**src/design/pru_pkg.sv**
```systemverilog
`timescale 1ns / 1ps
// Shared types and constants for the pixel replicate upscaler.
// Used by pru_ctrl, pru_lbuf, pru_out and pixel_replicate_upscaler.

package pru_pkg;

    localparam int DEF_MAX_WIDTH = 4096;
    localparam int DEF_MAX_SCALE = 100;

    localparam int CHAN_W        = 8;
    localparam int PIX_W         = 3 * CHAN_W;
    localparam int SCALE_FIELD_W = 7;
    localparam int WIDTH_FIELD_W = 13;
    localparam int HEIGHT_W      = 16;
    localparam int CFG_W         = 16;
    localparam int CFG_IDX_W     = 2;
    localparam int PAD_W         = 2;

    typedef enum logic [CFG_IDX_W-1:0] {
        REG_SCALE  = 2'd0,
        REG_WIDTH  = 2'd1,
        REG_HEIGHT = 2'd2
    } cfg_reg_t;

    typedef struct packed {
        logic is_padding;
        logic row_end;
        logic image_end;
    } res_flags_t;

endpackage

```
**src/design/pru_out.sv**
```systemverilog
`timescale 1ns / 1ps
// Output register: joins result flags with line buffer read data and holds them.
// Depends on pru_pkg for the result flag struct and widths.

module pru_out (
    input  logic                       clk,
    input  logic                       rst_n,
    input  logic                       res_valid,
    input  pru_pkg::res_flags_t        res_flags,
    input  logic [pru_pkg::PIX_W-1:0]  rd_data,
    output logic                       adv,
    output logic                       out_valid,
    input  logic                       out_stall,
    output logic                       is_padding,
    output logic [pru_pkg::CHAN_W-1:0] out_blue,
    output logic [pru_pkg::CHAN_W-1:0] out_green,
    output logic [pru_pkg::CHAN_W-1:0] out_red,
    output logic                       row_end,
    output logic                       image_end
);

    logic                      valid_reg, valid_next;
    pru_pkg::res_flags_t       flags_reg;
    logic [pru_pkg::PIX_W-1:0] pix_reg;
    logic                      load;

    assign adv        = !valid_reg || !out_stall;
    assign load       = res_valid && adv;
    assign valid_next = load ? 1'b1 : (out_stall ? valid_reg : 1'b0);

    always_ff @(posedge clk or negedge rst_n)
    begin
        if (!rst_n)
        begin
            valid_reg <= 1'b0;
        end
        else
        begin
            valid_reg <= valid_next;
        end
    end

    always_ff @(posedge clk)
    begin
        if (load)
        begin
            flags_reg <= res_flags;
            // Padding bytes carry zero color
            pix_reg   <= res_flags.is_padding ? '0 : rd_data;
        end
    end

    assign out_valid  = valid_reg;
    assign is_padding = flags_reg.is_padding;
    assign row_end    = flags_reg.row_end;
    assign image_end  = flags_reg.image_end;
    assign out_blue   = pix_reg[pru_pkg::CHAN_W-1:0];
    assign out_green  = pix_reg[2*pru_pkg::CHAN_W-1:pru_pkg::CHAN_W];
    assign out_red    = pix_reg[3*pru_pkg::CHAN_W-1:2*pru_pkg::CHAN_W];

    a_pad_zero: assert property (@(posedge clk) disable iff (!rst_n)
        valid_reg && flags_reg.is_padding |-> pix_reg == '0)
        else $error("padding element with nonzero color");

    a_image_row: assert property (@(posedge clk) disable iff (!rst_n)
        valid_reg && flags_reg.image_end |-> flags_reg.row_end)
        else $error("image end without row end");

endmodule

```
**config.mk**
```make
export PLATFORM = sky130hd
export DESIGN_NAME = pru_out
export DESIGN_NICKNAME = d
export VERILOG_FILES = /design/src/design/pru_pkg.sv /design/src/design/pru_out.sv
export SDC_FILE = /design/constraint.sdc
export NUM_CORES = 1
export LEC_CHECK = 0
export BUFFER_PORTS_ARGS = -buffer_cell sky130_fd_sc_hd__buf_2
export CELL_PAD_IN_SITES_DETAIL_PLACEMENT = 1
export CELL_PAD_IN_SITES_GLOBAL_PLACEMENT = 1
export CORE_MARGIN = 5
export CORE_UTILIZATION = 36
export CTS_CLUSTER_DIAMETER = 80
export CTS_CLUSTER_SIZE = 25
export DETAILED_ROUTE_END_ITERATION = 12
export HOLD_SLACK_MARGIN = 0.1
export PLACE_DENSITY_LB_ADDON = 0.1
export SYNTH_ARGS = -nofsm -noshare
export SYNTH_HDL_FRONTEND = slang
export SYNTH_SLANG_ARGS = --single-unit
export TNS_END_PERCENT = 30
```
**constraint.sdc**
```tcl
create_clock -name clk -period 6.4 [get_ports clk]
set_input_delay 0 -clock clk [delete_from_list [all_inputs] [get_ports clk]]
set_output_delay 0 -clock clk [all_outputs]
set_load 0.03 [all_outputs]
```
**Yosys cells after proc, flatten, opt, wreduce, memory -nomap -nowiden**

Cells that the tools add are included.

- Register bits after elaboration: 28
- Bits of input ports: 31
- Output and inout port bits: 29
- Logic and storage cells: 12

- Eq/ne operators: 1
- Mux-type cells: 2
- Reduce and logical (&&, ||, !) cells: 4

Operators with widths:

| operator | number |
|---|---|
| $logic_not 1->1 | 2 |
| $mux 1 | 2 |
| $ne 2x1->1 const B | 1 |
| $logic_and 1x1->1 | 1 |
| $logic_or 1x1->1 | 1 |

**Logic depth before layout (Yosys ltp)**

Gate-level depths: netlist (run 1).

- Depth after elaboration: 4
- Mapped depth: 2
- Depth with buffers taken out: 1

**Least setup slack after synthesis (run 1)**

OpenSTA, ideal clock, no wires.

- Kind: register -> register
- Start point: reg valid_reg, in the netlist out_valid
- End point: reg flags_reg (netlist bit image_end) (enable)
- Setup time: 0.453 ns
- Arrival time: 2.540 ns
- Required time: 5.947 ns
- Path slack: 3.407 ns
- Cell stages (with the launch flop): 2
- Path buffers: 0
- Period minus slack after synthesis: 2.993 ns
- Cell sequence: dfrtp_1 > a21boi_0

- Word-level cells in the longest chain between the ends: 3

RTL lines:

| element | RTL line | text |
|---|---|---|
| start, declared | pru_out.sv:22 | `logic valid_reg, valid_next;` |
| start signal, assigned | pru_out.sv:39 | `valid_reg <= valid_next;` |
| $logic_not 1->1 | pru_out.sv:27 | `assign adv = !valid_reg \|\| !out_stall;` |
| $logic_or 1x1->1 | pru_out.sv:27 |  |
| $logic_and 1x1->1 | pru_out.sv:28 | `assign load = res_valid && adv;` |
| named net load | pru_out.sv:25 | `logic load;` |
| end signal, assigned | pru_out.sv:47 | `flags_reg <= res_flags;` |
| end, declared | pru_out.sv:23 | `pru_pkg::res_flags_t flags_reg;` |

The timed path passes the listed nets, and every way through them passes these cells.
A chain may end at the register's enable or synchronous reset.

**Final worst setup path (run 1)**

- Start point: reg valid_reg, in the netlist out_valid
- End point: reg valid_reg, in the netlist out_valid

- Word-level cells in the longest chain between the ends: 4
- Elaborated cells between the ends (all ways): 5
- Those cells by class: eq/ne: 1; mux: 1; reduce/logical: 3

RTL lines:

| element | RTL line |
|---|---|
| $logic_not 1->1 * | pru_out.sv:27 |
| $logic_or 1x1->1 * | pru_out.sv:27 |
| $logic_and 1x1->1 * | pru_out.sv:28 |
| $ne 2x1->1 (no source line) / $mux 1 (equally long branches) | n/a |

Every way passes the cells marked *; elsewhere a longest branch is shown, timed or not.

==> PnR_summary.wiki, run 1 <==
{| class="wikitable"
! Metric !! Value
|-
| Result of the run || finished clean
|-
| Global-route wire length before repair || 4150 µm
|-
| Post-CTS setup-driven buffer insertion count || 0
|-
| Share of post-route cells with drive strength above 1 || 53.0%
|-
| Largest net degree at the start of global routing || 28
|-
| Die Y-Extent || 64.5 µm
|-
| Mapped cell area || 1070 µm²
|-
| Post-CTS Hold Buffers || 30
|-
| Launching element type of the critical path || flop
|-
| Total power of the final layout || 0.401 mW
|-
| FMAX || 794 MHz
|-
| Worst vdd rail ir drop || 0.000190 V
|-
| XOR/XNOR Fraction of Synth Area || 0%
|-
| H-tree depth || 1
|-
| Compound-gate portion of the synthesized area || 1.41%
|-
| Area of the core || 2810 µm²
|-
| Mux cell area share after synthesis || 0%
|-
| Simple-gate portion of the synthesized area || 18.2%
|-
| Filler-free cell count of the finished design || 180
|-
| Kind of capture point of the worst setup path || flop
|-
| Worst slew margin || 63.1%
|-
| Row cnt || 19
|-
| Number of fill cells in the layout || 293
|-
| Wirelength per Cell || 14.5 µm
|-
| Post-synthesis share of cell area spent on full adders, half adders and majority gates || 0%
|-
| Post-synth net total || 88
|-
| Total CTS buffers || 3
|-
| Clock buffer depth || 2
|-
| Avg Synthesized Cell Area || 18.7 µm²
|-
| Power density over the cells || 230 nW/µm²
|-
| Fraction of the core area covered by cells at the end of the flow || 62.1%
|-
| Leak pwr || 0.760 nW
|-
| Clock input transition at the sequential cells of the worst setup and hold paths || 130 ps
|-
| Post-route minimum period || 1260 ps
|-
| Worst slack at placement || 5200 ps
|-
| Fin area || 1740 µm²
|-
| Arrival time of data at the critical path endpoint || 1470 ps
|-
| Antenna-violating nets left || 0
|-
| Total instance count after detailed placement || 146
|-
| Vias per cell || 4.43
|-
| Critical Path RT || 6610 ps
|-
| Count of input and output buffers || 59
|-
| Slew at the pin with the worst max-slew slack || 554 ps
|-
| Type of the most critical hold path || in -> reg
|-
| Setup total negative slack || 0 ps
|-
| Via count of the first global-routing pass || 902
|-
| Post-layout worst setup margin || 5140 ps
|-
| DP HPWL || 1650 µm
|-
| Count of boundary I/O pins || 60
|-
| Global Route Usage Sum || 13.3%
|-
| Library cell occupying the most area in the post-synthesis netlist || sky130_fd_sc_hd__edfxtp_1
|-
| Starting density of the core || 38.0%
|-
| Antenna violations before repair || 0
|-
| Cell chosen for the clock root || sky130_fd_sc_hd__clkbuf_4
|-
| Clock sinks || 28
|-
| Setup skew after layout || 10.9 ps
|-
| Wire length after detailed routing || 2620 µm
|-
| Final GP Congestion || 0.663
|-
| Share of Yosys cell area claimed by the top area cell type || 76.0%
|-
| Detailed-route via count || 798
|-
| Die ar. || 4150 µm²
|-
| Nets || 181
|-
| Number of cells produced by synthesis || 57
|-
| Maximum Capacitance Violations || 0
|-
| Final count of negative-setup-slack endpoints || 0
|-
| Number of distinct library cells after synthesis || 9
|-
| Max FO, Critical Path || 4
|-
| Number of iterations in the first detailed-routing pass || 3
|-
| Fin Hold WS || 198 ps
|-
| DR DRC count || 0
|-
| Width of the chip || 64.5 µm
|-
| #FFs+latches synth || 28
|-
| Area after DPL || 1390 µm²
|-
| Number of inserted diodes || 0
|-
| Global route overflow || 0
|-
| Unrepaired setup endpoints after global routing || no
|-
| Warnings from Yosys || 0
|-
| Combinational family with the most area after synthesis || simple AND/OR/NAND/NOR gates
|-
| Max FFs per register || 24
|-
| Fraction of the yosys area taken by sequential cells || 78.3%
|-
| Final-report max-slew violation count || 0
|-
| Count of endpoints failing hold in the final timing report || 0
|-
| Final period utilization || 19.7%
|-
| Top cells by area, synth || sky130_fd_sc_hd__edfxtp_1 76%, sky130_fd_sc_hd__nor2b_2 11%, sky130_fd_sc_hd__nor2b_1 3.5%, sky130_fd_sc_hd__and2b_1 2.8%, sky130_fd_sc_hd__dfrtp_1 2.3%
|-
| Classification of the worst setup path || reg -> reg
|-
| Resized Gates After CTS || 0
|-
| Growth of design area from synthesis to finish || 63.3%
|-
| Detailed Route Iter0 Violations || 22
|-
| Insertion delay of the later-clocked pin in the worst-skew pair || 330 ps
|-
| Clock tree from TritonCTS || built
|}
kinds of logic after synthesis:
group,after synthesis
AOI/OAI and AO/OA,2
buffers and inverters,2
DFF,28
and+or+nand+nor,25
cells in the mapped netlist:
cell type                  number
sky130_fd_sc_hd__edfxtp_1      27
sky130_fd_sc_hd__a21boi_0       1
sky130_fd_sc_hd__a21o_1         1
sky130_fd_sc_hd__buf_6          2
sky130_fd_sc_hd__dfrtp_1        1
sky130_fd_sc_hd__nor2b_2       14
sky130_fd_sc_hd__nor2b_1        6
sky130_fd_sc_hd__and2b_1        4
sky130_fd_sc_hd__nand2_1        1
worst paths after layout:
check	cells past startpoint	startpoint	endpoint	slack (ps)
hold reg to reg	2	out_valid	pix_reg[9]	910
min in group asynchronous	3	rst_n	out_valid	490
setup reg to reg	2	out_valid	out_valid	5140
hold / removal	1	res_flags[2]	is_padding	200
setup / recovery	2	out_valid	out_valid	5140
max in group asynchronous	3	rst_n	out_valid	5810
routing by layer:
layer / global-route usage [%] / wire length [µm] / vias up
li1: - / - / 382
met1: 13.1 / 903 / 376
met2: 26.4 / 1460 / 38
met3: 4.84 / 242 / 2
met4: 2.37 / 9 / 0
met5: 0 / 0 / -
power by group:
part / switching, mW / internal [mW] / total (mW)
logic: 0.0398 / 0.0318 / 0.0716
clock network: 0.0498 / 0.0633 / 0.113
registers: 0.00259 / 0.213 / 0.216
cells in the final DEF, fill, tap and decap left out, drive strengths merged:
cell,instances
a21o,1
dlygate4sd3,30
bufinv,1
clkbuf,3
edfxtp,27
a21boi,1
buf,60
nand2,1
and2b,4
nor2b,20
dfrtp,1
cell type report:
cell class              count  area, µm²  share of cell area (%)
flip-flops and latches     28        836                    48.0
repair buffers             90        603                    34.6
multi-input cells          27        213                    12.2
well taps                  31       38.8                    2.23
clock inverters             1       30.0                    1.72
clock buffers               3       22.5                    1.29
critical path: stages (launching register included):
cell and delay, ps:
sky130_fd_sc_hd__dfrtp_1 440, sky130_fd_sc_hd__a21o_1 170, sky130_fd_sc_hd__dlygate4sd3_1 560
No activity file was read; power rests on OpenSTA's default activity.
==> run 2, diff against run 1 <==
--- a/config.mk
+++ b/config.mk
@@ -9,7 +9,7 @@
 export CELL_PAD_IN_SITES_DETAIL_PLACEMENT = 1
 export CELL_PAD_IN_SITES_GLOBAL_PLACEMENT = 1
 export CORE_MARGIN = 5
-export CORE_UTILIZATION = 36
+export CORE_UTILIZATION = 33
 export CTS_CLUSTER_DIAMETER = 80
 export CTS_CLUSTER_SIZE = 25
 export DETAILED_ROUTE_END_ITERATION = 12
==> constraint.sdc (replaced) <==
create_clock -name clk -period 1.2 [get_ports clk]
set_input_delay 0 -clock clk [delete_from_list [all_inputs] [get_ports clk]]
set_output_delay 0 -clock clk [all_outputs]
set_load 0.03 [all_outputs]
==> run 2 against run 1 <==
Net effect:
- clock skew down 9.2 ps
- sequential cell count is the same
- combinational power grew to 5.5 times the previous value
- cell count increased by 8.3%
- global-route usage is 0.14 points higher
- non-clock buffer count is 2 higher
- register-to-register slack lost 5100 ps
- via count down 0.25%
- first-iteration DRC count grew 23%
- maximum frequency rose by 12%
- total power rose to 4.8 times the previous value
- largest cell class unchanged
- largest power group unchanged
==> PnR_summary.wiki, run 2 (synthesized netlist as in run 1, its figures left out) <==
{| class="wikitable"
! Metric !! Value
|-
| Max FFs per register || 24 (unchanged)
|-
| Setup total negative slack || 0 ps (unchanged)
|-
| Antenna violations before repair || 0 (unchanged)
|-
| Width of the chip || 66.9 µm (+3.8%)
|-
| H-tree depth || 1 (unchanged)
|-
| Launching element type of the critical path || flop
|-
| Leading cell types in the layout, fill and taps excluded || 59 x sky130_fd_sc_hd__buf_2, 31 x sky130_fd_sc_hd__dlygate4sd3_1, 27 x sky130_fd_sc_hd__edfxtp_1
|-
| Slew at the pin with the worst max-slew slack || 335 ps (-219 ps)
|-
| Leading cell type in the layout, fill and taps excluded || sky130_fd_sc_hd__buf_2
|-
| Count of input and output buffers || 59 (unchanged)
|-
| Starting density of the core || 34.7% (-3.4 points)
|-
| Worst slew margin || 77.7% (+15 points)
|-
| Number of inserted diodes || 0 (unchanged)
|-
| Final period utilization || 94.0% (+74 points)
|-
| Post-route minimum period || 1130 ps (-131 ps)
|-
| Resized Gates After CTS || 0 (unchanged)
|-
| Via count of the first global-routing pass || 896 (-0.67%)
|-
| Worst slack at placement || 90.3 ps (-5110 ps)
|-
| Growth of design area from synthesis to finish || 66.0%
|-
| FMAX || 887 MHz (+12%)
|-
| Global-route wire length before repair || 4310 µm (+3.8%)
|-
| Fraction of the core area covered by cells at the end of the flow || 57.6% (-4.6 points)
|-
| Count of endpoints failing hold in the final timing report || 0 (unchanged)
|-
| Final count of negative-setup-slack endpoints || 0 (unchanged)
|-
| Cell chosen for the clock root || sky130_fd_sc_hd__clkbuf_4
|-
| Arrival time of data at the critical path endpoint || 1170 ps (-300 ps)
|-
| Clock sinks || 28 (unchanged)
|-
| Share of post-route cells with drive strength above 1 || 53.0% (about the same)
|-
| Worst vdd rail ir drop || 0.000981 V (+420%)
|-
| Insertion delay of the later-clocked pin in the worst-skew pair || 310 ps (-20 ps)
|-
| Detailed Route Iter0 Violations || 27 (+23%)
|-
| Source of the worst hold timing path || res_flags[1]
|-
| Leak pwr || 0.765 nW (+0.72%)
|-
| Nets || 183 (+1.1%)
|-
| DR DRC count || 0 (unchanged)
|-
| Type of the most critical hold path || in -> reg
|-
| Antenna-violating nets left || 0 (unchanged)
|-
| Number of iterations in the first detailed-routing pass || 4 (+1)
|-
| Result of the run || finished clean
|-
| Row cnt || 20 (+1)
|-
| Final-report max-slew violation count || 0 (unchanged)
|-
| Critical Path RT || 1240 ps (-5370 ps)
|-
| Unrepaired setup endpoints after global routing || no
|-
| Wire length after detailed routing || 2740 µm (+4.9%)
|-
| Wirelength per Cell || 14.1 µm (-3.1%)
|-
| Clock input transition at the sequential cells of the worst setup and hold paths || 140 ps (about the same)
|-
| Die Y-Extent || 66.9 µm (+3.8%)
|-
| Clock buffer depth || 2 (unchanged)
|-
| Final GP Congestion || 0.654 (-1.3%)
|-
| Clock tree from TritonCTS || built
|-
| Setup skew after layout || 1.74 ps (-9.16 ps)
|-
| Hold Path Stages || 2 (+1)
|-
| Largest net degree at the start of global routing || 28 (unchanged)
|-
| Count of boundary I/O pins || 60 (unchanged)
|-
| Power density over the cells || 1090 nW/µm² (+370%)
|-
| Global route overflow || 0 (unchanged)
|-
| Vias per cell || 4.08 (-7.9%)
|-
| Maximum Capacitance Violations || 0 (unchanged)
|-
| Kind of capture point of the worst setup path || flop
|-
| Total CTS buffers || 3 (unchanged)
|-
| Critical Path Source || out_valid
|-
| Classification of the worst setup path || reg -> reg
|-
| Die ar. || 4470 µm² (+7.7%)
|-
| Detailed-route via count || 796 (-0.25%)
|-
| Max FO, Critical Path || 27 (+23)
|-
| Post-CTS Hold Buffers || 31 (+3.3%)
|-
| Post-CTS setup-driven buffer insertion count || 0 (unchanged)
|-
| Global Route Usage Sum || 13.4% (+0.14 points)
|-
| Area of the core || 3080 µm² (+9.7%)
|-
| Startpoint of the most critical register-to-register path || out_valid
|-
| Post-layout worst setup margin || 72.5 ps (-5070 ps)
|-
| Number of cells traversed by the worst register-to-register path || 2 (unchanged)
|}
run 2: cell count changes in the layout (fill, tap and decap cells not counted):
cell                            change
sky130_fd_sc_hd__a21boi_2           -1
sky130_fd_sc_hd__a21boi_4           +1
sky130_fd_sc_hd__buf_12             +1
sky130_fd_sc_hd__bufinv_16          -1
sky130_fd_sc_hd__clkinv_1           +1
sky130_fd_sc_hd__dfrtp_1            -1
sky130_fd_sc_hd__dfrtp_2            +1
sky130_fd_sc_hd__dlygate4sd3_1      +1
run 2: final cells by class:
cell class,count,area (µm²)
Fill cell,333,1310
Sequential cell,28,837
Timing Repair Buffer,92,633
Multi-Input combinational cell,27,220
Tap cell,44,55.1
Clock buffer,3,22.5
Clock inverter,1,3.75
run 2: report_power, final:
| group | switching [mW] | total, mW | internal, mW |
|---|---|---|---|
| Sequential | 0.0161 | 1.15 | 1.14 |
| Combinational | 0.215 | 0.396 | 0.181 |
| Clock | 0.260 | 0.381 | 0.122 |
run 2: layer usage:
metal | up-vias | part of all wire [%] | GRT usage, %
met1 | 371 | 36 | 13.5
li1 | 388 | - | -
met2 | 35 | 55 | 26.2
met5 | - | 0 | 0
met4 | 0 | 0.62 | 2.28
met3 | 2 | 8.6 | 4.89
run 2: worst max-delay path: stages (launching register included):
cell,delay (ps)
sky130_fd_sc_hd__dfrtp_2,470
sky130_fd_sc_hd__a21boi_4,180
sky130_fd_sc_hd__buf_12,200
run 2: per-stage QoR:
stage	power (mW)	hold slack [ps]	cell area [µm²]	cells
final	1.93	401	1770	195
after global routing	2.01	401	1770	195
after CTS	1.94	396	1770	195
after detailed placement	1.50	-221	1440	160
after global placement	1.49	-224	1440	160
after floorplan	1.37	-296	1080	57
run 2: path summary, 6_finish.rpt:
kind / endpoint / slack (ps)
min in group asynchronous: out_valid / 510
min reg2reg: out_valid / 570
max in group asynchronous: out_valid / 580
max: pix_reg[14] / 70
min: row_end / 400
max reg2reg: pix_reg[14] / 70
