**src/design/pru_pkg.sv**
```systemverilog
`timescale 1ns / 1ps
// Shared types and constants for the pixel replicate upscaler.
// Used by pru_ctrl, pru_lbuf, pru_out and pixel_replicate_upscaler.

package pru_pkg;

    localparam int DEF_MAX_WIDTH = 4096;
    localparam int DEF_MAX_SCALE = 100;

    localparam int CHAN_W        = 8;
    localparam int PIX_W         = 3 * CHAN_W;
    localparam int SCALE_FIELD_W = 7;
    localparam int WIDTH_FIELD_W = 13;
    localparam int HEIGHT_W      = 16;
    localparam int CFG_W         = 16;
    localparam int CFG_IDX_W     = 2;
    localparam int PAD_W         = 2;

    typedef enum logic [CFG_IDX_W-1:0] {
        REG_SCALE  = 2'd0,
        REG_WIDTH  = 2'd1,
        REG_HEIGHT = 2'd2
    } cfg_reg_t;

    typedef struct packed {
        logic is_padding;
        logic row_end;
        logic image_end;
    } res_flags_t;

endpackage

```
**src/design/pru_ctrl.sv**
```systemverilog
`timescale 1ns / 1ps
// Upscaler control: configuration registers, row counters and line buffer access.
// Depends on pru_pkg for field widths, register indexes and result flags.

module pru_ctrl #(
    parameter int MAX_WIDTH = pru_pkg::DEF_MAX_WIDTH,
    parameter int MAX_SCALE = pru_pkg::DEF_MAX_SCALE,
    localparam int AW      = (MAX_WIDTH > 1) ? $clog2(MAX_WIDTH) : 1,
    localparam int CNT_W   = $clog2(MAX_WIDTH + 1),
    localparam int SCALE_W = $clog2(MAX_SCALE + 1)
) (
    input  logic                          clk,
    input  logic                          rst_n,
    input  logic                          cfg_wr_en,
    input  logic [pru_pkg::CFG_IDX_W-1:0] cfg_index,
    input  logic [pru_pkg::CFG_W-1:0]     cfg_data,
    input  logic                          in_valid,
    output logic                          in_stall,
    input  logic                          op,
    input  logic [pru_pkg::CHAN_W-1:0]    blue,
    input  logic [pru_pkg::CHAN_W-1:0]    green,
    input  logic [pru_pkg::CHAN_W-1:0]    red,
    input  logic                          adv,
    output logic                          mem_we,
    output logic [AW-1:0]                 mem_waddr,
    output logic [pru_pkg::PIX_W-1:0]     mem_wdata,
    output logic                          mem_re,
    output logic [AW-1:0]                 mem_raddr,
    output logic                          res_valid,
    output pru_pkg::res_flags_t           res_flags
);

    logic [SCALE_W-1:0]           scale_reg;
    logic [CNT_W-1:0]             width_reg;
    logic [pru_pkg::HEIGHT_W-1:0] height_reg;

    logic [CNT_W-1:0]             loaded_reg, loaded_next;
    logic [SCALE_W-1:0]           replay_reg, replay_next;
    logic [CNT_W-1:0]             col_reg, col_next;
    logic [SCALE_W-1:0]           copy_reg, copy_next;
    logic [pru_pkg::PAD_W-1:0]    pad_reg, pad_next;
    logic [pru_pkg::HEIGHT_W-1:0] rows_reg, rows_next;
    logic                         res_valid_reg, res_valid_next;
    pru_pkg::res_flags_t          res_flags_reg, res_flags_next;

    logic [31:0]                  scale_wr, width_wr;
    logic                         accept, active, push_ok, req_ok, pix_branch, rend, iend;
    logic [pru_pkg::PAD_W-1:0]    pads;
    logic [SCALE_W-1:0]           copy_inc, replay_inc;
    logic [CNT_W-1:0]             col_inc;
    logic [pru_pkg::PAD_W-1:0]    pad_inc;
    logic [pru_pkg::HEIGHT_W-1:0] rows_inc;

    // Saturate scale and width writes to the configured maxima
    assign scale_wr = 32'(cfg_data[pru_pkg::SCALE_FIELD_W-1:0]);
    assign width_wr = 32'(cfg_data[pru_pkg::WIDTH_FIELD_W-1:0]);

    always_ff @(posedge clk or negedge rst_n)
    begin
        if (!rst_n)
        begin
            scale_reg  <= SCALE_W'(1);
            width_reg  <= CNT_W'(1);
            height_reg <= pru_pkg::HEIGHT_W'(1);
        end
        else if (cfg_wr_en)
        begin
            case (pru_pkg::cfg_reg_t'(cfg_index))
                pru_pkg::REG_SCALE:
                begin
                    scale_reg <= (scale_wr > 32'(MAX_SCALE)) ? SCALE_W'(MAX_SCALE)
                                                            : SCALE_W'(scale_wr);
                end
                pru_pkg::REG_WIDTH:
                begin
                    width_reg <= (width_wr > 32'(MAX_WIDTH)) ? CNT_W'(MAX_WIDTH)
                                                            : CNT_W'(width_wr);
                end
                pru_pkg::REG_HEIGHT:
                begin
                    height_reg <= cfg_data[pru_pkg::HEIGHT_W-1:0];
                end
                default:
                begin
                end
            endcase
        end
    end

    // The result slot moves on when the output side can take it; hold input otherwise
    assign in_stall = res_valid_reg && !adv;
    assign accept   = in_valid && !in_stall;

    assign active     = (scale_reg != '0) && (width_reg != '0) && (height_reg != '0);
    assign push_ok    = active && !op && (loaded_reg < width_reg);
    assign req_ok     = active && op && (loaded_reg >= width_reg);
    assign pads       = pru_pkg::PAD_W'(pru_pkg::PAD_W'(width_reg) * pru_pkg::PAD_W'(scale_reg));
    assign pix_branch = col_reg < width_reg;

    assign copy_inc   = copy_reg + SCALE_W'(1);
    assign replay_inc = replay_reg + SCALE_W'(1);
    assign col_inc    = col_reg + CNT_W'(1);
    assign pad_inc    = pad_reg + pru_pkg::PAD_W'(1);
    assign rows_inc   = rows_reg + pru_pkg::HEIGHT_W'(1);

    always_comb
    begin
        loaded_next    = loaded_reg;
        replay_next    = replay_reg;
        col_next       = col_reg;
        copy_next      = copy_reg;
        pad_next       = pad_reg;
        rows_next      = rows_reg;
        rend           = 1'b0;
        iend           = 1'b0;
        res_valid_next = adv ? 1'b0 : res_valid_reg;
        res_flags_next = res_flags_reg;

        if (accept)
        begin
            res_valid_next = req_ok;
            if (push_ok)
            begin
                loaded_next = loaded_reg + CNT_W'(1);
            end
            if (req_ok)
            begin
                if (pix_branch)
                begin
                    copy_next = copy_inc;
                    if (copy_inc >= scale_reg)
                    begin
                        copy_next = '0;
                        col_next  = col_inc;
                        rend      = (col_inc >= width_reg) && (pads == '0);
                    end
                end
                else
                begin
                    pad_next = pad_inc;
                    rend     = pad_inc >= pads;
                end

                if (rend)
                begin
                    col_next    = '0;
                    copy_next   = '0;
                    pad_next    = '0;
                    replay_next = replay_inc;
                    if (replay_inc >= scale_reg)
                    begin
                        replay_next = '0;
                        loaded_next = '0;
                        rows_next   = rows_inc;
                        if (rows_inc >= height_reg)
                        begin
                            rows_next = '0;
                            iend      = 1'b1;
                        end
                    end
                end

                res_flags_next.is_padding = !pix_branch;
                res_flags_next.row_end    = rend;
                res_flags_next.image_end  = iend;
            end
        end
    end

    always_ff @(posedge clk or negedge rst_n)
    begin
        if (!rst_n)
        begin
            loaded_reg    <= '0;
            replay_reg    <= '0;
            col_reg       <= '0;
            copy_reg      <= '0;
            pad_reg       <= '0;
            rows_reg      <= '0;
            res_valid_reg <= 1'b0;
            res_flags_reg <= '0;
        end
        else
        begin
            loaded_reg    <= loaded_next;
            replay_reg    <= replay_next;
            col_reg       <= col_next;
            copy_reg      <= copy_next;
            pad_reg       <= pad_next;
            rows_reg      <= rows_next;
            res_valid_reg <= res_valid_next;
            res_flags_reg <= res_flags_next;
        end
    end

    // Writes only happen before the row is complete and reads only after,
    // so the same entry is never written and read in one cycle.
    assign mem_we    = accept && push_ok;
    assign mem_waddr = AW'(loaded_reg);
    assign mem_wdata = {red, green, blue};
    assign mem_re    = accept && req_ok && pix_branch;
    assign mem_raddr = AW'(col_reg);

    assign res_valid = res_valid_reg;
    assign res_flags = res_flags_reg;

    a_loaded_bound: assert property (@(posedge clk) disable iff (!rst_n)
        loaded_reg <= CNT_W'(MAX_WIDTH))
        else $error("loaded count beyond line buffer depth");

    a_pad_bound: assert property (@(posedge clk) disable iff (!rst_n)
        pad_reg != {pru_pkg::PAD_W{1'b1}})
        else $error("padding index reached an unused value");

    a_copy_bound: assert property (@(posedge clk) disable iff (!rst_n)
        (copy_reg < SCALE_W'(MAX_SCALE)) && (replay_reg < SCALE_W'(MAX_SCALE)))
        else $error("copy or replay index not wrapped");

    a_slot_hold: assert property (@(posedge clk) disable iff (!rst_n)
        res_valid_reg && !adv |=> res_valid_reg && $stable(res_flags_reg))
        else $error("pending result overwritten");

endmodule

```
**config.mk**
```make
export PLATFORM = sky130hd
export DESIGN_NAME = pru_ctrl
export DESIGN_NICKNAME = d
export VERILOG_FILES = /design/src/design/pru_pkg.sv /design/src/design/pru_ctrl.sv
export SDC_FILE = /design/constraint.sdc
export NUM_CORES = 1
export LEC_CHECK = 0
export ABC_AREA = 1
export BUFFER_PORTS_ARGS = -buffer_cell sky130_fd_sc_hd__buf_4
export CAP_MARGIN = 40
export CORE_MARGIN = 3
export CORE_UTILIZATION = 40
export CTS_BUF_LIST = sky130_fd_sc_hd__clkbuf_2 sky130_fd_sc_hd__clkbuf_4 sky130_fd_sc_hd__clkbuf_8
export DETAILED_ROUTE_END_ITERATION = 10
export HOLD_SLACK_MARGIN = 0.05
export SYNTH_ARGS = -nofsm -noshare
export SYNTH_HDL_FRONTEND = slang
export SYNTH_SLANG_ARGS = --single-unit
export TNS_END_PERCENT = 20
```
**constraint.sdc**
```tcl
create_clock -name clk -period 3.3 [get_ports clk]
set_input_delay 0.33 -clock clk [delete_from_list [all_inputs] [get_ports clk]]
set_output_delay 0.33 -clock clk [all_outputs]
set_load 0.005 [all_outputs]
```
-- Yosys cells after proc, flatten, opt, wreduce, memory -nomap -nowiden
Index checks and enable logic that the tools add are counted.
Widths: inputs -> output; s select.
- add/subtract/negate cells: 6
- $mul: 1
- $lt $le $gt $ge: 10
- equal/unequal tests: 3
- mux-type cells: 25
- reduce and logical (&&, ||, !) cells: 33
- operators by type and width (kind ; number):
    $mux 13 ; 8
    $mux 7 ; 5
    $add 13x1->13 const B ; 2
    $ge 13x13->1 ; 2
    $lt 13x13->1 ; 2
    $add 16x1->16 const B ; 1
    $ge 16x16->1 ; 1
    $mux 16 ; 1
    $reduce_bool 16->1 ; 1
    $add 7x1->7 const B ; 2
    $ge 7x7->1 ; 2
    $gt 13x13->1 const B ; 1
    $reduce_bool 13->1 ; 1
    $logic_and 1x1->1 ; 12
    $mux 1 ; 9
    $reduce_and 3->1 ; 3
    $reduce_and 2->1 ; 4
    $reduce_and 4->1 ; 2
    $gt 7x7->1 const B ; 1
    $reduce_bool 7->1 ; 1
    $reduce_bool 2->1 ; 3
    $logic_not 1->1 ; 4
    $logic_not 2->1 ; 2
    $mux 2 ; 2
    6 further kinds ; 6
- bits in registers: 98

-- Longest topological paths before layout
Gate-level depths: netlist (run 1).
- depth after elaboration: 9
- gate-level depth with buffers: 19
- gate-level depth less buffers: 18

-- Worst setup path after synthesis (run 1)
Ideal clock, no wire load.
- path kind: register to register
- from: register col_reg[0]
- to: register loaded_reg[6]
- library setup time: 0.121 ns
- data arrival time: 2.650 ns
- setup slack: 0.529 ns
- cell stages (with the launch flop): 17
- path buffers: 1
- period minus slack after synthesis: 2.771 ns
- path through: dfrtp_1 -> ha_1 -> nand3_1 -> nor4_1 -> nand4_1 -> xnor2_1 -> ha_1 -> nand4_1 -> a21oi_1 -> nor2_1 -> nand2_1 -> nand3_1 -> nand2_4 -> nand3_4 -> inv_2 -> buf_12 -> nor2_2
- word-level cells in the longest chain between the ends: 9
- elaborated cells between the ends (all ways): 10
- classes of those cells: add/sub: 1; order compare: 2; mux: 6; reduce/logical: 1
- ends and longest elaborated chain (item ; line ; RTL):
    from (decl) ; pru_ctrl.sv:39 ; logic [CNT_W-1:0] col_reg, col_next;
    from (signal assigned) ; pru_ctrl.sv:187 ; col_reg <= col_next;
    $add 13x1->13 ; pru_ctrl.sv:102 ; assign col_inc = col_reg + CNT_W'(1);
    $ge 13x13->1 ; pru_ctrl.sv:135 ; rend = (col_inc >= width_reg) && (pads == '0);
    $logic_and 1x1->1 ; pru_ctrl.sv:135 ;
    $mux 1 ; pru_ctrl.sv:131 ; if (copy_inc >= scale_reg)
    $mux 1 * ; pru_ctrl.sv:128 ; if (pix_branch)
    $mux 1 * ; pru_ctrl.sv:126 ; if (req_ok)
    $mux 1 * ; pru_ctrl.sv:119 ; if (accept)
    $mux 13 * ; pru_ctrl.sv:144 ; if (rend)
    $mux 13 * ; pru_ctrl.sv:126 ;
    to (signal assigned) ; pru_ctrl.sv:185 ; loaded_reg <= loaded_next;
    to (decl) ; pru_ctrl.sv:37 ; logic [CNT_W-1:0] loaded_reg, loaded_next;
Every way passes the cells marked *; elsewhere a longest branch is shown, timed or not. The select of a mux whose other input is x is not followed.
A chain may end at the register's enable or synchronous reset.

-- Final worst setup path (run 1)
- from: register col_reg[0]
- to: register rows_reg[13] (netlist name)
- word-level cells in the longest chain between the ends: 8
- elaborated cells between the ends (all ways): 9
- classes of those cells: add/sub: 1; order compare: 2; mux: 4; reduce/logical: 2
- ends and longest elaborated chain (item ; line ; RTL):
    $add 13x1->13 ; pru_ctrl.sv:102 ;
    $ge 13x13->1 ; pru_ctrl.sv:135 ;
    $logic_and 1x1->1 ; pru_ctrl.sv:135 ;
    $mux 1 ; pru_ctrl.sv:131 ;
    $mux 1 * ; pru_ctrl.sv:128 ;
    $mux 1 * ; pru_ctrl.sv:126 ;
    $mux 1 * ; pru_ctrl.sv:119 ;
    $reduce_and 4->1 (no source line) * ; - ;
    to (signal assigned) ; pru_ctrl.sv:190 ; rows_reg <= rows_next;
    to (decl) ; pru_ctrl.sv:42 ; logic [pru_pkg::HEIGHT_W-1:0] rows_reg, rows_next;
Marks and branches as above.

==> flow_summary.yaml, run 1 <==
run_status:
  outcome: "completed"
synthesis:
  ys.flop_type: "dfrtp_1"
  syn_avg_cell_area_um2: 7.541
  syn_inst: 993
  synth_mux_area_share_pct: 0.1504
  synthArstFlopShare_pct: 100.0
  synth_warnings: 0
  synthesis.area_um2: 7488
  synth-adder-area-share_pct: 12.70
  synth-compound-area-share_pct: 7.870
  seq_area_frac_synth_pct: 32.80
  synth_seq_cells: 98
  synth_edf_count: 0
  synth_nets: 1117
  synth_xor_area_share_pct: 3.860
  ys_types: 46
  synth_top_family_by_area: "simple AND/OR/NAND/NOR gates"
  synth-simple-area-share_pct: 29.12
power_and_ir_drop:
  p_clk_share_pct: 17.8
  power_frac_seq_pct: 38.2
  netSwitchingPower_w: 0.001838
  p_comb_share_pct: 44.0
  p_leak_nw: 4.304
  power_w: 0.004352
  swShare_pct: 42.24
  ir_worst_vdd_mv: 0.2335
  power_density_nw_per_um2: 543.6
  p_int_w: 0.002514
setup_path:
  cp.arrival_ns: 3.25
  endpoint_kind: "register"
  crit_fanout: 10
  startpoint_type: "register"
  cp.required_ns: 3.59
  criticalPathCategory: "reg2reg"
final_layout:
  layout_common_cells: "239 x nand2_1, 126 x inv_1, 94 x dfrtp_1"
  num-fill-cells: 1876
  final_common_cell: "nand2_1"
  multiInputGateArea_um2: 4041
  drive_above_1_share_pct: 13.25
  final_cells: 1240
  nets: 1130
  diodes: 0
  regArea_um2: 2457
  area_growth_pct: 6.917
hold_path:
  min_path_type: "in2reg"
placement:
  portBuffers: 54
  placed_cells: 1223
  gp_congestion: 0.8520
  hpwl_mm: 13.39
  dp_slack_ns: 0.08777
global_route:
  antenna_found_initial: 0
  grt_pass1_wl_mm: 29.33
  first_global_vias: 5837
  overflow: 0
  track_usage_pct: 17.85
  grt_max_degree: 62
timing:
  period_needed_ns: 2.957
  finalClockSkew_ns: 0.01120
  hold_viol: 0
  fin_crit_sh_pct: 89.61
  setup_viol: 0
  relSlewSlack_pct: 68.74
  worst_pin_slew_ns: 0.4684
  tns_ns: 0
  drv_slew: 0
  fmax_mhz: 338.1
  fin_ws_ns: 0.3427
clock_network:
  cts_buffers: 9
  cts_tree: "yes"
  post-cts-setup-buffer-count: 0
  numClockSinks: 98
  ctsHtreeMaxLevel: 3
  clockBufferDepth: 2
  insertion_delay_ns: 0.39
  path_clk_slew_ns: 0.10
  cts-root-buf: "clkbuf_8"
floorplanning:
  chipHeight_um: 142.8
  fp.dieW_um: 142.8
  initial_core_util_pct: 41.26
  dieArea_um2: 20400
  row_count: 49
  pin_count: 103
  core_area_um2: 18150
route:
  drt_pass1_iterations: 6
  drt.antenna.violating_nets: 0
  drc: 0
  wl_per_cell_um: 14.20
  routed_wl_mm: 17.61
  drtIter0Drc: 339
  num_vias: 6195
  avgViaCountPerCell: 4.996
job:
  maxCapViolations: 0
cell usage after synthesis, types with 4 or more instances:
cell      number  area share (%)
nand2_1      239              12
inv_2          5            0.25
a21oi_1       36             2.4
clkbuf_1       6            0.30
buf_4         50             5.0
nand3_1       70             4.7
o21ai_2        9             1.1
nand4_1       38             3.2
nor2_2        11            0.92
xnor2_1        8            0.94
nor3_1        11            0.74
nand3b_1       6            0.60
dfrtp_1       95              32
buf_2          4            0.27
nor2_1        87             4.4
xor2_1        25             2.9
inv_1        126             6.3
o21ai_0       47             3.1
ha_1          76              13
cell type report:
class / count / share of cell area, %
Sequential cell: 98 / 30.69
Multi-Input combinational cell: 696 / 50.48
Clock inverter: 2 / 0.1563
Timing Repair Buffer: 69 / 6.720
Clock buffer: 14 / 2.094
Inverter: 132 / 6.282
Tap cell: 229 / 3.579
cell families (layout without fill, tap and decap cells):
logic type,count (synthesis),after routing
buffers and inverters,199,217
flip-flops,98,98
AND/OR/NAND/NOR,481,481
AO/OA/AOI/OAI,105,105
multiplexers,1,1
XOR/XNOR,33,33
adder cells (fa/ha/maj),76,76
power groups by stage:
stage / Combinational, W / Sequential, W / Clock, W
2_1_floorplan: 0.00149 / 0.00162 / 0
3_3_place_gp: 0.00189 / 0.00168 / 0
3_5_place_dp: 0.00192 / 0.00169 / 0
4_1_cts: 0.00194 / 0.00166 / 0.000794
5_1_grt: 0.00222 / 0.00171 / 0.000833
6_report: 0.00192 / 0.00166 / 0.000773
what timing repair did:
action / CTS / global route
gates resized for setup: 0 / 6
endpoints found under the hold margin: 73 / 0
hold buffers: 1 / 0
setup endpoints to repair: 0 / 47
per-stage QoR:
stage          utilization [%]  instance area, µm²  hold WS, ns
4_1_cts                  43.99                7983       0.1306
2_1_floorplan                -                7488      0.03441
3_5_place_dp             42.94                7792       0.3478
3_3_place_gp             42.76                7760       0.4712
5_1_grt                  44.12                8006       0.1533
6_report                 44.12                8006       0.1432
worst max-delay path: stages (launching register included):
cell and delay [ns]:
dfrtp_1 0.35, ha_1 0.18, nand3_1 0.19, nor4_4 0.25, nand4_1 0.14, xnor2_1 0.17
ha_1 0.32, nand4_1 0.12, nor2_1 0.13, nand2_1 0.07, nand2_1 0.09, nand3_1 0.13
nand2_4 0.17, nand3_4 0.19, buf_4 0.24, nand2_1 0.06, nand2_1 0.05
per-layer routing:
metal  part of all wire, %  vias up  routed length, µm  GRT usage, %
li1                      -     3190                  -             -
met1                    50     2867               8869         26.29
met2                    44      125               7673         27.13
met3                   4.8       13                839         3.148
met4                   1.3        0                226         4.552
met5                     0        -                  0             0
path summary, 6_finish.rpt:
check / depth (start not counted) / end / slack [ns] / start
setup / recovery: 16 / rows_reg[13] / 0.34 / col_reg[0]
min in group asynchronous: 3 / res_flags[0] / 0.47 / rst_n
max in group asynchronous: 4 / col_reg[1] / 2.20 / rst_n
hold / removal: 2 / res_valid / 0.14 / adv
setup reg to reg: 16 / rows_reg[13] / 0.34 / col_reg[0]
hold reg to reg: 2 / res_flags[1] / 0.49 / res_flags[1]
No activity file was read; power rests on OpenSTA's default activity.
==> run 2: changes to the inputs <==
--- a/config.mk
+++ b/config.mk
@@ -8,11 +8,14 @@
 export ABC_AREA = 1
 export BUFFER_PORTS_ARGS = -buffer_cell sky130_fd_sc_hd__buf_4
 export CAP_MARGIN = 40
+export CELL_PAD_IN_SITES_DETAIL_PLACEMENT = 1
+export CELL_PAD_IN_SITES_GLOBAL_PLACEMENT = 1
 export CORE_MARGIN = 3
 export CORE_UTILIZATION = 40
 export CTS_BUF_LIST = sky130_fd_sc_hd__clkbuf_2 sky130_fd_sc_hd__clkbuf_4 sky130_fd_sc_hd__clkbuf_8
 export DETAILED_ROUTE_END_ITERATION = 10
 export HOLD_SLACK_MARGIN = 0.05
+export PLACE_DENSITY_LB_ADDON = 0.1
 export SYNTH_ARGS = -nofsm -noshare
 export SYNTH_HDL_FRONTEND = slang
 export SYNTH_SLANG_ARGS = --single-unit
==> run 2 against run 1 <==
Sequential power is essentially flat. Clock power grew 19%. Total power grew 5.2%. Global-route usage grew 2.7 points. Clock skew grew 0.0051 ns. Combinational power grew 3%. Critical endpoint is now loaded_reg[12]. Highest routed layer unchanged.
==> flow_summary.yaml, run 2 (same netlist as run 1, synthesis figures left out) <==
floorplanning:
  dieArea_um2: 20400
  row_count: 49
  initial_core_util_pct: 41.26
  pin_count: 103
  fp.dieW_um: 142.8
  chipHeight_um: 142.8
  core_area_um2: 18150
power_and_ir_drop:
  p_leak_nw: 4.341
  swShare_pct: 42.03
  ir_worst_vdd_mv: 0.3228
  p_int_w: 0.002654
  p_clk_share_pct: 20.2
  power_density_nw_per_um2: 568.7
  netSwitchingPower_w: 0.001924
  p_comb_share_pct: 43.3
  power_frac_seq_pct: 36.5
timing:
  relSlewSlack_pct: 55.65
  period_needed_ns: 2.971
  finalClockSkew_ns: 0.01629
  setup_viol: 0
  hold_viol: 0
  fin_crit_sh_pct: 90.02
  drv_slew: 0
  tns_ns: 0
  rsz0062_at_grt: "false"
  fmax_mhz: 336.6
  worst_pin_slew_ns: 0.6653
setup_path:
  crit_end: "loaded_reg[12]"
  r2r_cells: 15
  criticalPathCategory: "reg2reg"
  endpoint_kind: "register"
  r2r-start: "col_reg[6]"
  cp_slowest_cell: "dfrtp_1"
  startpoint_type: "register"
  r2r-end: "loaded_reg[12]"
  cp.required_ns: 3.57
  cp.arrival_ns: 3.24
  crit_start: "col_reg[6]"
  worstPathCellList: "nand2_1 -> nor4_1 -> buf_4 -> nand4_1 -> xnor2_1 -> ha_1 -> nand4_1 -> nor2_1 -> nand2_1 -> nand2_1 -> nand3_1 -> nand2_4 -> nand3_4 -> inv_2 -> nor2_1"
  crit_fanout: 11
  crit_path_max_incr_delay_ns: 0.53
  r2r_setup_slack_ns: 0.33
  worst_path_most_repeated_cell: "nand2_1"
hold_path:
  min_path_type: "in2reg"
global_route:
  first_global_vias: 6298
  grt_pass1_wl_mm: 33.17
  overflow: 0
  grt_max_degree: 53
  track_usage_pct: 20.59
  antenna_found_initial: 0
route:
  routed_wl_mm: 20.15
  wl_per_cell_um: 16.23
  num_vias: 6311
  drt.antenna.violating_nets: 0
  drt_pass1_iterations: 4
  avgViaCountPerCell: 5.085
  drc: 0
  drtIter0Drc: 290
job:
  maxCapViolations: 0
placement:
  portBuffers: 54
  hpwl_mm: 15.63
  gp_congestion: 0.8056
clock_network:
  cts_tree: "yes"
  path_clk_slew_ns: 0.10
  post-cts-setup-buffer-count: 0
  cts_buffers: 9
  insertion_delay_ns: 0.40
  ctsHtreeMaxLevel: 3
  numClockSinks: 98
  cts-root-buf: "clkbuf_8"
  clockBufferDepth: 2
final_layout:
  drive_above_1_share_pct: 13.24
  layout_common_cells: "239 x nand2_1, 126 x inv_1, 95 x dfrtp_1"
  nets: 1131
  num-fill-cells: 2316
  diodes: 0
  utilization_pct: 44.36
  final_common_cell: "nand2_1"
  area_growth_pct: 7.502
run_status:
  outcome: "completed"
run 2: repair_timing:
item	4_1_cts	5_1_grt
setup endpoints to repair	0	22
hold buffers	1	0
endpoints found under the hold margin	44	0
resized for setup	0	4
run 2: per-layer routing:
layer / track usage [%] / vias to the layer above / part of all wire [%]
met1: 29.49 / 3041 / 51
met2: 33.28 / 66 / 46
met4: 3.252 / 0 / 0.68
met3: 3.617 / 11 / 2.7
li1: - / 3193 / -
met5: 0 / - / 0
run 2: worst max-delay path: cells and delay by family (launching register included):
family                     cells  cell delay (ns)
adders and majority gates      1             0.32
buffers and inverters          2             0.44
and+or+nand+nor               11             1.40
xor gates and xnor gates       1             0.16
DFF                            1             0.53
run 2: cell type report:
class | count | area (µm²) | area share, %
tap | 229 | 286.5 | 3.559
inverter | 132 | 500.5 | 6.217
clock inverter | 3 | 65.06 | 0.8082
timing repair buffer | 70 | 551.8 | 6.854
sequential | 98 | 2456 | 30.51
clock buffer | 13 | 153.9 | 1.912
multi-input combinational | 696 | 4036 | 50.14
run 2: worst min-delay path by stage:
stage / from / endpoint / slack (ns) / depth (start not counted)
after floorplan: rst_n / col_reg[0] / 0.03 / 0
after global routing: adv / res_valid / 0.14 / 2
after global placement: rst_n / loaded_reg[10] / 0.40 / 1
after detailed placement: rst_n / loaded_reg[10] / 0.41 / 1
after CTS: adv / res_valid / 0.11 / 2
final: adv / res_valid / 0.13 / 2
run 2: power groups by stage:
stage	Combinational, W	Clock, W	Sequential (W)
detailed placement	0.00200	0	0.00169
global route	0.00229	0.000999	0.00171
finish	0.00198	0.000923	0.00167
floorplan	0.00149	0	0.00162
CTS	0.00202	0.000949	0.00167
global placement	0.00195	0	0.00169
run 2: metrics by stage:
stage                     total power, W  worst slack [ns]  hold WS (ns)  instances  cell area (µm²)
final                           0.004578            0.3294        0.1301       1241             8050
after global routing            0.005003          0.007804        0.1352       1241             8050
after CTS                       0.004643            0.2937        0.1129       1241             8031
after detailed placement        0.003698            0.3206        0.4108       1224             7802
after global placement          0.003646            0.3795        0.4035       1223             7787
after floorplan                 0.003119            0.5292       0.03441        993             7488
==> run 3: changes to the inputs <==
==> constraint.sdc (replaced) <==
create_clock -name clk -period 3.8 [get_ports clk]
set_input_delay 0.19 -clock clk [delete_from_list [all_inputs] [get_ports clk]]
set_output_delay 0.19 -clock clk [all_outputs]
set_load 0.005 [all_outputs]
==> run 3 against run 2 <==
Via count about the same. Highest routed layer unchanged. Clock skew about the same. Largest cell class unchanged. Non-clock buffer count unchanged. Clock power down 12%. Die area unchanged. Sequential power down 12%. Utilization down 0.096 points. Critical path depth unchanged. Cell area down 0.22%.
==> flow_summary.yaml, run 3 (same netlist as run 1, synthesis figures left out) <==
route:
  drc: 0
  avgViaCountPerCell: 5.084
  drt_pass1_iterations: 4
  drtIter0Drc: 296
  num_vias: 6309
  wl_per_cell_um: 16.16
  drt.antenna.violating_nets: 0
  routed_wl_mm: 20.05
clock_network:
  insertion_delay_ns: 0.39
  postCtsHoldBufs: 5
  numClockSinks: 98
  path_clk_slew_ns: 0.11
  cts_resized: 0
  clockBufferDepth: 2
  cts_buffers: 9
  cts_tree: "yes"
  cts-root-buf: "clkbuf_8"
  post-cts-setup-buffer-count: 0
  ctsHtreeMaxLevel: 3
floorplanning:
  pin_count: 103
  chipHeight_um: 142.8
  fp.dieW_um: 142.8
  core_area_um2: 18150
  initial_core_util_pct: 41.26
  dieArea_um2: 20400
  row_count: 49
hold_path:
  min_path_type: "in2reg"
setup_path:
  endpoint_kind: "register"
  r2r_cells: 15
  criticalPathCategory: "reg2reg"
  cp.arrival_ns: 3.64
  r2r-start: "col_reg[0]"
  crit_end: "replay_reg[0]"
  r2r_setup_slack_ns: 0.43
  cp.required_ns: 4.07
  r2r-end: "replay_reg[0]"
  crit_start: "col_reg[0]"
  crit_fanout: 17
  startpoint_type: "register"
final_layout:
  diodes: 0
  num-fill-cells: 2316
  nets: 1131
  area_growth_pct: 7.268
  drive_above_1_share_pct: 12.65
  utilization_pct: 44.26
  final_common_cell: "nand2_1"
  layout_common_cells: "239 x nand2_1, 126 x inv_1, 95 x dfrtp_1"
power_and_ir_drop:
  p_int_w: 0.002300
  power_density_nw_per_um2: 492.1
  p_leak_nw: 4.320
  swShare_pct: 41.82
  p_clk_share_pct: 20.5
  netSwitchingPower_w: 0.001653
  power_frac_seq_pct: 37.1
  ir_worst_vdd_mv: 0.2547
  p_comb_share_pct: 42.4
timing:
  hold_viol: 0
  period_needed_ns: 3.370
  fin_crit_sh_pct: 88.68
  setup_viol: 0
  fmax_mhz: 296.7
  finalClockSkew_ns: 0.01630
  drv_slew: 0
  relSlewSlack_pct: 52.40
  worst_pin_slew_ns: 0.7119
  rsz0062_at_grt: "false"
  tns_ns: 0
placement:
  hpwl_mm: 15.65
  portBuffers: 54
  gp_congestion: 0.8351
global_route:
  track_usage_pct: 20.26
  grt_pass1_wl_mm: 32.99
  grt_max_degree: 39
  first_global_vias: 6306
  antenna_found_initial: 0
  overflow: 0
run_status:
  outcome: "completed"
job:
  maxCapViolations: 0
-- run 3: cell types whose count changed in the layout (fill, tap and decap cells not counted), sizes merged --
cell	before	now
buf	69	65
dlygate4sd3	1	5
-- run 3: cell type report --
class	count	area, µm²	area share [%]
multi-input cells	696	4021	50.06
well taps	229	286.5	3.567
clock buffers	13	160.2	1.994
inverters	132	500.5	6.231
flip-flops and latches	98	2456	30.58
repair buffers	70	543.0	6.760
clock inverters	3	65.06	0.8100
-- run 3: how the worst min path moves through the flow --
stage	start	end	slack, ns	cells past startpoint
global route	cfg_data[0]	height_reg[0]	0.09	2
floorplan	rst_n	col_reg[0]	-0.11	0
CTS	cfg_data[5]	scale_reg[5]	0.07	3
finish	cfg_data[5]	scale_reg[5]	0.08	3
global placement	rst_n	loaded_reg[5]	0.20	1
detailed placement	rst_n	loaded_reg[5]	0.21	1
-- run 3: stage by stage --
stage | total power [W] | area (µm²) | setup WS (ns) | instances | hold WS (ns)
detailed placement | 0.003188 | 7757 | 0.4481 | 1220 | 0.2054
finish | 0.003953 | 8033 | 0.4301 | 1241 | 0.07990
CTS | 0.004019 | 8033 | 0.3717 | 1241 | 0.07039
global placement | 0.003141 | 7737 | 0.5968 | 1218 | 0.2015
floorplan | 0.002708 | 7488 | 1.029 | 993 | -0.1056
global route | 0.004328 | 8033 | 0.08889 | 1241 | 0.08869
-- run 3: critical path, stage by stage, from the launching register on --
cell and delay, ns:
dfrtp_1 0.45, ha_1 0.21, nand3_1 0.13, nor4_1 0.46, nand4_1 0.19, xnor2_1 0.19
ha_1 0.33, nand4_1 0.13, nor2_1 0.14, nand2_1 0.06, nand2_1 0.08, nand3_1 0.12
nand2_4 0.24, nand2_2 0.27, nand2_1 0.15, o21ai_2 0.06
-- run 3: power by group through the flow --
stage,Combinational (W),Clock [W],Sequential [W]
4_1_cts,0.00171,0.000838,0.00147
2_1_floorplan,0.00130,0,0.00141
3_3_place_gp,0.00165,0,0.00149
5_1_grt,0.00196,0.000867,0.00151
6_report,0.00168,0.000809,0.00147
3_5_place_dp,0.00170,0,0.00149
-- run 3: layer usage --
layer  GRT usage [%]  vias up  wire [µm]
met5               0        -          0
met4           3.552        0        168
met3           2.947       18        582
met2           32.49       74       8914
met1           29.45     3027      10380
li1                -     3190          -
